## src/rtl/knbs_pkg.sv

```systemverilog
// Shared types and constants for the k-nearest bounded selector.
package knbs_pkg;

   localparam int CFG_W   = 7;
   localparam int DIST_W  = 32;
   localparam int SLOT_W  = 6;
   localparam int FOUND_W = 7;

   localparam logic [CFG_W-1:0] KEEP_RESET = 7'd50;

   // controller to datapath
   typedef struct packed {
      logic accept;       // latch request fields
      logic exec;         // carry out the latched request
      logic rd_capture;   // take slot read data
      logic scan_step;    // one step of the farthest-entry rescan
      logic scan_commit;  // rescan finished, adopt its maximum
      logic load_out;     // load result register
   } cmd_type;

   // datapath to controller
   typedef struct packed {
      logic is_read;
      logic full;
      logic scan_done;
      logic out_free;
   } status_type;

endpackage

```

## src/rtl/k_nearest_bounded_selector_core.sv

```systemverilog
// Top level of the k-nearest bounded selector: controller plus datapath.
//
// Keeps up to keep_count candidates of one neighbour search in a RAM of
// MAX_KEEP entries and tracks the squared search radius. A request either
// offers a candidate (start_new first empties the store and loads the radius)
// or reads one stored slot; each request yields exactly one response. An
// offer to a store that is not yet full goes from execution to the response;
// a slot read first waits for the registered RAM read data. An offer to a
// full store evicts the farthest entry and then rescans every stored entry
// through the single RAM read port to find the new farthest. The response
// register holds a result under rsp_stall while the next request is taken.
// The store needs no clearing after reset; unfilled slots' data is never used.
module k_nearest_bounded_selector_core import knbs_pkg::*; #(
   parameter int MAX_KEEP = 64,
   parameter int ID_BITS  = 20
) (
   input  logic               clock,
   input  logic               reset,
   input  logic               csr_valid,
   output logic               csr_ready,
   input  logic [CFG_W-1:0]   csr_data,
   input  logic               req_valid,
   output logic               req_stall,
   input  logic               req_mode,
   input  logic               req_start_new,
   input  logic [DIST_W-1:0]  req_radius_sq,
   input  logic [ID_BITS-1:0] req_cand_id,
   input  logic [DIST_W-1:0]  req_cand_dist_sq,
   input  logic [SLOT_W-1:0]  req_slot,
   output logic               rsp_valid,
   input  logic               rsp_stall,
   output logic [FOUND_W-1:0] rsp_found_count,
   output logic               rsp_full_res,
   output logic [DIST_W-1:0]  rsp_max_dist_sq,
   output logic [ID_BITS-1:0] rsp_entry_id,
   output logic [DIST_W-1:0]  rsp_entry_dist_sq
);

   cmd_type    cmd;
   status_type status;

   knbs_ctrl u_ctrl (
      .clock     (clock),
      .reset     (reset),
      .req_valid (req_valid),
      .req_stall (req_stall),
      .status    (status),
      .cmd       (cmd)
   );

   knbs_datapath #(
      .MAX_KEEP (MAX_KEEP),
      .ID_BITS  (ID_BITS)
   ) u_datapath (
      .clock             (clock),
      .reset             (reset),
      .csr_valid         (csr_valid),
      .csr_ready         (csr_ready),
      .csr_data          (csr_data),
      .req_mode          (req_mode),
      .req_start_new     (req_start_new),
      .req_radius_sq     (req_radius_sq),
      .req_cand_id       (req_cand_id),
      .req_cand_dist_sq  (req_cand_dist_sq),
      .req_slot          (req_slot),
      .rsp_valid         (rsp_valid),
      .rsp_stall         (rsp_stall),
      .rsp_found_count   (rsp_found_count),
      .rsp_full_res      (rsp_full_res),
      .rsp_max_dist_sq   (rsp_max_dist_sq),
      .rsp_entry_id      (rsp_entry_id),
      .rsp_entry_dist_sq (rsp_entry_dist_sq),
      .cmd               (cmd),
      .status            (status)
   );

endmodule

```

## src/rtl/knbs_ram.sv

```systemverilog
// Generic single-write, single-read RAM with registered read data.
module knbs_ram #(
   parameter int WIDTH = 8,
   parameter int DEPTH = 16
) (
   input  logic                     clock,
   input  logic                     we,
   input  logic [$clog2(DEPTH)-1:0] waddr,
   input  logic [WIDTH-1:0]         wdata,
   input  logic                     re,
   input  logic [$clog2(DEPTH)-1:0] raddr,
   output logic [WIDTH-1:0]         rdata
);

   logic [WIDTH-1:0] mem_ff [DEPTH];
   logic [WIDTH-1:0] rdata_ff;

   always_ff @(posedge clock) begin
      if (we) begin
         mem_ff[waddr] <= wdata;
      end
      if (re) begin
         rdata_ff <= mem_ff[raddr];
      end
   end

   assign rdata = rdata_ff;

endmodule

```

## src/rtl/knbs_ctrl.sv

```systemverilog
// Sequencing controller for the k-nearest bounded selector.
module knbs_ctrl import knbs_pkg::*; (
   input  logic       clock,
   input  logic       reset,
   input  logic       req_valid,
   output logic       req_stall,
   input  status_type status,
   output cmd_type    cmd
);

   typedef enum logic [2:0] {
      ST_IDLE,
      ST_EXEC,
      ST_RD_WAIT,
      ST_SCAN,
      ST_RESP
   } state_type;

   state_type state_ff, state_in;

   always_comb begin
      cmd       = '0;
      req_stall = 1'b1;
      state_in  = state_ff;
      unique case (state_ff)
         ST_IDLE: begin
            req_stall  = 1'b0;
            cmd.accept = req_valid;
            if (req_valid) begin
               state_in = ST_EXEC;
            end
         end
         ST_EXEC: begin
            cmd.exec = 1'b1;
            priority if (status.is_read) begin
               state_in = ST_RD_WAIT;
            end else if (status.full) begin
               state_in = ST_SCAN;
            end else begin
               state_in = ST_RESP;
            end
         end
         ST_RD_WAIT: begin
            cmd.rd_capture = 1'b1;
            state_in       = ST_RESP;
         end
         ST_SCAN: begin
            cmd.scan_step = 1'b1;
            if (status.scan_done) begin
               cmd.scan_commit = 1'b1;
               state_in        = ST_RESP;
            end
         end
         ST_RESP: begin
            // result goes out while the next request is taken
            if (status.out_free) begin
               cmd.load_out = 1'b1;
               req_stall    = 1'b0;
               cmd.accept   = req_valid;
               state_in     = req_valid ? ST_EXEC : ST_IDLE;
            end
         end
         default: begin
            state_in = ST_IDLE;
         end
      endcase
   end

   always_ff @(posedge clock) begin
      if (reset) begin
         state_ff <= ST_IDLE;
      end else begin
         state_ff <= state_in;
      end
   end

endmodule

```

## src/rtl/knbs_datapath.sv

```systemverilog
// Datapath: entry store, count, radius, farthest-entry tracking and rescan.
module knbs_datapath import knbs_pkg::*; #(
   parameter int MAX_KEEP = 64,
   parameter int ID_BITS  = 20
) (
   input  logic                clock,
   input  logic                reset,
   input  logic                csr_valid,
   output logic                csr_ready,
   input  logic [CFG_W-1:0]    csr_data,
   input  logic                req_mode,
   input  logic                req_start_new,
   input  logic [DIST_W-1:0]   req_radius_sq,
   input  logic [ID_BITS-1:0]  req_cand_id,
   input  logic [DIST_W-1:0]   req_cand_dist_sq,
   input  logic [SLOT_W-1:0]   req_slot,
   output logic                rsp_valid,
   input  logic                rsp_stall,
   output logic [FOUND_W-1:0]  rsp_found_count,
   output logic                rsp_full_res,
   output logic [DIST_W-1:0]   rsp_max_dist_sq,
   output logic [ID_BITS-1:0]  rsp_entry_id,
   output logic [DIST_W-1:0]   rsp_entry_dist_sq,
   input  cmd_type             cmd,
   output status_type          status
);

   localparam int AW = $clog2(MAX_KEEP);
   localparam int CW = $clog2(MAX_KEEP + 1);
   localparam int KW = (CW > CFG_W) ? CW : CFG_W;
   localparam int RW = ID_BITS + DIST_W;
   localparam logic [KW-1:0] MAX_K = KW'(MAX_KEEP);

   // configuration
   logic [CFG_W-1:0]   keep_ff;

   // latched request
   logic               mode_ff, start_ff;
   logic [DIST_W-1:0]  rad_ff, dist_ff;
   logic [ID_BITS-1:0] id_ff;
   logic [SLOT_W-1:0]  slot_ff;

   // search state
   logic [CW-1:0]      count_ff, count_in;
   logic [DIST_W-1:0]  radius_ff, radius_in;
   logic [AW-1:0]      max_slot_ff, max_slot_in;
   logic [DIST_W-1:0]  max_dist_ff, max_dist_in;

   // rescan
   logic [CW-1:0]      scan_idx_ff, scan_idx_in;
   logic               rd_pend_ff, rd_pend_in;
   logic [AW-1:0]      rd_idx_ff;
   logic [DIST_W-1:0]  best_dist_ff, best_dist_in;
   logic [AW-1:0]      best_slot_ff, best_slot_in;

   // slot read
   logic               in_range_ff;
   logic [ID_BITS-1:0] rid_ff, rid_in;
   logic [DIST_W-1:0]  rdist_ff, rdist_in;

   logic               rsp_valid_ff;

   logic [KW-1:0]      keep_ext, keff, slot_k;
   logic [CW-1:0]      base, next_cnt;
   logic               full, in_range, new_max, scan_issue, take, out_free;
   logic               ram_we, ram_re;
   logic [AW-1:0]      ram_waddr, ram_raddr;
   logic [RW-1:0]      ram_rdata;
   logic [DIST_W-1:0]  rd_dist;

   assign csr_ready = 1'b1;

   assign keep_ext = KW'(keep_ff);

   always_comb begin
      priority if (keep_ext == '0) begin
         keff = KW'(1);
      end else if (keep_ext > MAX_K) begin
         keff = MAX_K;
      end else begin
         keff = keep_ext;
      end
   end

   // start flag empties the store before the offer
   assign base     = start_ff ? '0 : count_ff;
   assign full     = KW'(base) >= keff;
   assign next_cnt = CW'(base + CW'(1));
   assign new_max  = (base == '0) || (dist_ff > max_dist_ff);

   assign slot_k   = KW'(slot_ff);
   assign in_range = slot_k < KW'(count_ff);

   assign scan_issue = cmd.scan_step && (scan_idx_ff < count_ff);
   assign rd_dist    = ram_rdata[DIST_W-1:0];
   // strict compare keeps the lowest slot among equal maxima
   assign take       = (rd_idx_ff == '0) || (rd_dist > best_dist_ff);

   assign ram_we    = cmd.exec && !mode_ff;
   assign ram_waddr = full ? max_slot_ff : base[AW-1:0];
   assign ram_re    = (cmd.exec && mode_ff) || scan_issue;
   assign ram_raddr = cmd.exec ? slot_k[AW-1:0] : scan_idx_ff[AW-1:0];

   knbs_ram #(
      .WIDTH (RW),
      .DEPTH (MAX_KEEP)
   ) u_store (
      .clock (clock),
      .we    (ram_we),
      .waddr (ram_waddr),
      .wdata ({id_ff, dist_ff}),
      .re    (ram_re),
      .raddr (ram_raddr),
      .rdata (ram_rdata)
   );

   always_comb begin
      count_in     = count_ff;
      radius_in    = radius_ff;
      max_slot_in  = max_slot_ff;
      max_dist_in  = max_dist_ff;
      scan_idx_in  = scan_idx_ff;
      rd_pend_in   = scan_issue;
      best_dist_in = best_dist_ff;
      best_slot_in = best_slot_ff;
      rid_in       = rid_ff;
      rdist_in     = rdist_ff;

      if (cmd.exec) begin
         scan_idx_in = '0;
         rd_pend_in  = 1'b0;
         if (!mode_ff) begin
            rid_in   = '0;
            rdist_in = '0;
            if (!full) begin
               count_in = next_cnt;
               if (new_max) begin
                  max_slot_in = base[AW-1:0];
                  max_dist_in = dist_ff;
               end
               priority if (KW'(next_cnt) == keff) begin
                  radius_in = new_max ? dist_ff : max_dist_ff;
               end else if (start_ff) begin
                  radius_in = rad_ff;
               end else begin
                  radius_in = radius_ff;
               end
            end
         end
      end

      if (scan_issue) begin
         scan_idx_in = CW'(scan_idx_ff + CW'(1));
      end

      if (rd_pend_ff && take) begin
         best_dist_in = rd_dist;
         best_slot_in = rd_idx_ff;
      end

      if (cmd.scan_commit) begin
         radius_in   = best_dist_ff;
         max_dist_in = best_dist_ff;
         max_slot_in = best_slot_ff;
      end

      if (cmd.rd_capture) begin
         rid_in   = in_range_ff ? ram_rdata[RW-1:DIST_W] : '0;
         rdist_in = in_range_ff ? rd_dist : '0;
      end
   end

   assign out_free = !rsp_valid_ff || !rsp_stall;

   always_ff @(posedge clock) begin
      if (reset) begin
         keep_ff      <= KEEP_RESET;
         count_ff     <= '0;
         radius_ff    <= '0;
         rd_pend_ff   <= 1'b0;
         rsp_valid_ff <= 1'b0;
      end else begin
         if (csr_valid && csr_ready) begin
            keep_ff <= csr_data;
         end
         count_ff   <= count_in;
         radius_ff  <= radius_in;
         rd_pend_ff <= rd_pend_in;
         if (cmd.load_out) begin
            rsp_valid_ff <= 1'b1;
         end else if (!rsp_stall) begin
            rsp_valid_ff <= 1'b0;
         end
      end
   end

   always_ff @(posedge clock) begin
      if (cmd.accept) begin
         mode_ff  <= req_mode;
         start_ff <= req_start_new;
         rad_ff   <= req_radius_sq;
         id_ff    <= req_cand_id;
         dist_ff  <= req_cand_dist_sq;
         slot_ff  <= req_slot;
      end
      if (cmd.exec) begin
         in_range_ff <= in_range;
      end
      max_slot_ff  <= max_slot_in;
      max_dist_ff  <= max_dist_in;
      scan_idx_ff  <= scan_idx_in;
      rd_idx_ff    <= scan_idx_ff[AW-1:0];
      best_dist_ff <= best_dist_in;
      best_slot_ff <= best_slot_in;
      rid_ff       <= rid_in;
      rdist_ff     <= rdist_in;
      if (cmd.load_out) begin
         rsp_found_count   <= FOUND_W'(count_ff);
         rsp_full_res      <= KW'(count_ff) >= keff;
         rsp_max_dist_sq   <= radius_ff;
         rsp_entry_id      <= rid_ff;
         rsp_entry_dist_sq <= rdist_ff;
      end
   end

   assign rsp_valid = rsp_valid_ff;

   assign status.is_read   = mode_ff;
   assign status.full      = full;
   assign status.scan_done = (scan_idx_ff == count_ff) && !rd_pend_ff;
   assign status.out_free  = out_free;

endmodule

```

## config.mk

```make
export PLATFORM = sky130hd
export DESIGN_NAME = k_nearest_bounded_selector_core
export DESIGN_NICKNAME = d
export VERILOG_FILES = /design/src/rtl/knbs_pkg.sv /design/src/rtl/k_nearest_bounded_selector_core.sv /design/src/rtl/knbs_ram.sv /design/src/rtl/knbs_ctrl.sv /design/src/rtl/knbs_datapath.sv
export SDC_FILE = /design/constraint.sdc
export NUM_CORES = 2
export LEC_CHECK = 0
export ABC_AREA = 1
export BUFFER_PORTS_ARGS = -buffer_cell sky130_fd_sc_hd__buf_2
export CAP_MARGIN = 40
export CORE_ASPECT_RATIO = 1.2
export CORE_UTILIZATION = 40
export DETAILED_ROUTE_END_ITERATION = 12
export PLACE_DENSITY = 0.52
export SYNTH_ARGS = -nofsm -noshare
export SYNTH_HDL_FRONTEND = slang
export SYNTH_SLANG_ARGS = --single-unit
```

## constraint.sdc

```tcl
create_clock -name clock -period 16.3 [get_ports clock]
set_input_delay 0.815 -clock clock [delete_from_list [all_inputs] [get_ports clock]]
set_output_delay 0.815 -clock clock [all_outputs]
set_load 0.02 [all_outputs]
```

==> impl_metrics.csv <==
group,metric,value,unit
logic_synthesis,syn-num-nets,11900,
timing,tightestPinTransition,1260,ps
detailed_routing,vias,98600,
clock_network,hold_buffers,89,
timing,hold_violations,0,
clock_network,numCtsBuffers,391,
global_routing,grt_usage,25.5,%
clock_network,tritoncts,"yes",
clock_network,postCtsSetupRepairBufs,0,
timing,final.period_utilization,38.0,%
global_routing,grt_max_degree,214,
floorplan,chipWidth,561,um
detailed_routing,route.detailed.drc,0,
global_routing,grt_pass1_vias,94400,
placement,portBuffers,197,
logic_synthesis,ys_seq_area_share,74.9,%
detailed_routing,post_drt_wl_per_cell,28.7,um
logic_synthesis,ys_ff_latch,3757,
setup_path,cp_max_fo,21,
setup_path,worstSetupPathType,"reg2reg",
timing,rsz0062_at_grt,"false",
floorplan,core_region_area,372000,um^2
detailed_routing,firstDrtPassIters,7,
floorplan,die_height,673,um
final_layout,drive_gt1_share,9.78,%
min_path,hp-class,"in2reg",
logic_synthesis,syn_avg_cell_area,12.8,um^2
setup_path,worstReg2RegEnd,"u_datapath.u_store.mem_ff[19][26]",
setup_path,start_kind,"flop",
min_path,holdPathStages,1,
timing,min_period,6200,ps
floorplan,rows,245,
min_path,min_to,"u_datapath.id_ff[16]",
clock_network,clock-sinks,3757,
logic_synthesis,synth_top_area_share,74.1,%
pwr,ir_worst_vdd,0.000107,V
setup_path,cp.required,16930,ps
timing,clock.fmax,0.161,GHz
timing,slew_violations,0,
clock_network,clockRootBuffer,"clkbuf_16",
setup_path,reg2reg_slack,10100,ps
placement,hpwl,267000,um
clock_network,clockBufferDepth,4,
final_layout,layout_commonest_cell,"edfxtp_1",
clock_network,htreeDepth,5,
pwr,p_per_area,152,nW/um^2
global_routing,antenna_found_initial,19,
pwr,power.leakage,57.1,nW
placement,finalWeightedCongestion,0.885,
min_path,min_from,"req_cand_id[16]",
global_routing,grt-ovfl-total,0,
floorplan,start_util,40.3,%
final_layout,syn_to_final_growth,14.6,%
global_routing,grt_pass1_wl,697000,um
timing,fin_tns_setup,0,ps
logic_synthesis,ys_warn_count,0,
timing,fin_skew,73.2,ps
setup_path,reg2reg_from,"u_datapath.keep_ext[4]",
flow_run,cap_violations,0,
outcome,status,"complete, no violations",
logic_synthesis,yosys-top-cells-area,"edfxtp_1 74%, o21ai_0 5.2%, nor2_1 5.2%",
logic_synthesis,yosysTopAreaCell,"edfxtp_1",
clock_network,cts.clk_slew.worst_paths,60,ps
logic_synthesis,syn_inst,11700,
detailed_routing,drt-total-wl,494000,um
final_layout,layout.nets,12100,
clock_network,cts_resized,0,
setup_path,critPathCaptureType,"flop",
final_layout,design_area,172000,um^2
logic_synthesis,synth_cell_types,43,
timing,maxSlewHeadroom,16.1,%
logic_synthesis,synthesis.area,150000,um^2
detailed_routing,drtIter0Drc,12200,
clock_network,clk_latency,990,ps
setup_path,r2r_cells,13,
floorplan,io_pins,199,
placement,postPlaceCellArea,158000,um^2
detailed_routing,antenna_left,0,
detailed_routing,vias_per_cell,5.73,
final_layout,final_cell_mix,"3700 x edfxtp_1, 2006 x nor2_1, 1558 x o21ai_0",
setup_path,cp.arrival,6830,ps
floorplan,dieArea,377000,um^2
timing,setup_violations,0,
-- synth_stat cells (all sizes together) --
cell type / count
a21boi: 1
a21o: 2
a21oi: 165
a31oi: 2
buf: 329
clkbuf: 438
clkinv: 1
conb: 1
dfxtp: 57
edfxtp: 3700
ha: 93
inv: 263
nand2: 1180
nand3: 713
nand3b: 3
nand4: 16
nor2: 2074
nor3: 8
nor4: 4
o2111ai: 1
o211ai: 615
o21a: 7
o21ai: 1768
o21bai: 101
o221ai: 3
o22ai: 116
o311ai: 1
o31ai: 1
or2: 36
xnor2: 1
xor2: 2
-- registers in the layout, summed over array words and instances, names as in the netlist, 7 cells and up --
| register | count |
|---|---|
| u_datapath.u_store.rdata | 52 |
| u_datapath.scan_idx_ff | 7 |
| u_datapath.rsp_max_dist_sq | 32 |
| u_datapath.radius_ff | 32 |
| u_datapath.id_ff | 20 |
| u_datapath.rsp_entry_id | 20 |
| u_datapath.max_dist_ff | 32 |
| u_datapath.count_ff | 7 |
| u_datapath.dist_ff | 32 |
| u_datapath.rdist_ff | 32 |
| u_datapath.u_store.mem_ff | 3328 |
| u_datapath.keep_ext | 7 |
| u_datapath.rsp_entry_dist_sq | 32 |
| u_datapath.best_dist_ff | 32 |
| u_datapath.rad_ff | 32 |
| u_datapath.rsp_found_count | 7 |
| u_datapath.rid_ff | 20 |
-- worst max path at each step --
stage               cells after the start  slack (ps)              startpoint                                end
finish                                 13       10100  u_datapath.keep_ext[4]  u_datapath.u_store.mem_ff[19][26]
global route                           18        9920  u_datapath.keep_ext[4]   u_datapath.u_store.mem_ff[7][43]
CTS                                    13       10340  u_datapath.keep_ext[4]   u_datapath.u_store.mem_ff[31][7]
detailed placement                     13       10420  u_datapath.keep_ext[4]   u_datapath.u_store.mem_ff[31][7]
global placement                       18       10020  u_datapath.keep_ext[4]  u_datapath.u_store.mem_ff[11][42]
floorplan                               1       10450               rsp_stall    u_datapath.rsp_entry_dist_sq[0]
-- kinds of logic (layout without fill, tap and decap cells) --
kind of cell / after synthesis / count (layout) / share of synthesized area, %
AND/OR/NAND/NOR: 4034 / 4034 / 10.8
flip-flops: 3757 / 3757 / 74.9
AO/OA/AOI/OAI: 2783 / 2783 / 10.6
buffers and inverters: 1031 / 1589 / 2.84
adder cells (fa/ha/maj): 93 / 93 / 0.776
XOR/XNOR: 3 / 3 / 0.0175
other: 1 / 12 / 0.00250
-- layout make-up --
class / instances / area [um^2]
antenna: 11 / 27.5
clock buffer: 481 / 10300
clock inverter: 227 / 2280
fill: 32800 / 200000
inverter: 264 / 1040
multi-input combinational: 6914 / 33900
sequential: 3757 / 112000
tap: 4940 / 6180
timing repair buffer: 617 / 5630
-- stage by stage --
stage	std cells	setup WS, ps	power (mW)	hold slack, ps	utilization [%]
2_1_floorplan	11700	10450	15.1	398	-
3_3_place_gp	16300	10020	17.1	403	42.1
3_5_place_dp	16400	10420	17.3	405	42.5
4_1_cts	17200	10340	26.2	1.63	46.2
5_1_grt	17200	9920	27.1	47.2	46.2
6_report	17200	10100	26.1	77.6	46.2
-- worst max-delay path, cell delays in order, from the launching register on --
cell and delay (ps):
dfxtp_1 330, nor2_1 190, nand3_1 140, o21ai_0 450
ha_1 320, inv_1 100, nor3_1 60, nand4_1 120
nand3_1 390, o21ai_1 900, nand3_1 900, nor2_4 960
buf_4 610, buf_16 280
-- per-layer routing --
layer	GRT usage, %	wire (um)
met5	0	4
met2	42.9	240000
met3	3.63	37200
met1	33.9	200000
met4	8.66	17500
-- report_power, final --
part	switching [mW]	internal [mW]	leakage, nW
combinational	4.42	1.59	17.1
clock	3.82	5.11	6.16
sequential	0.116	11.0	33.8
total	8.35	17.7	57.1
Power figures use the tool's default switching activity.
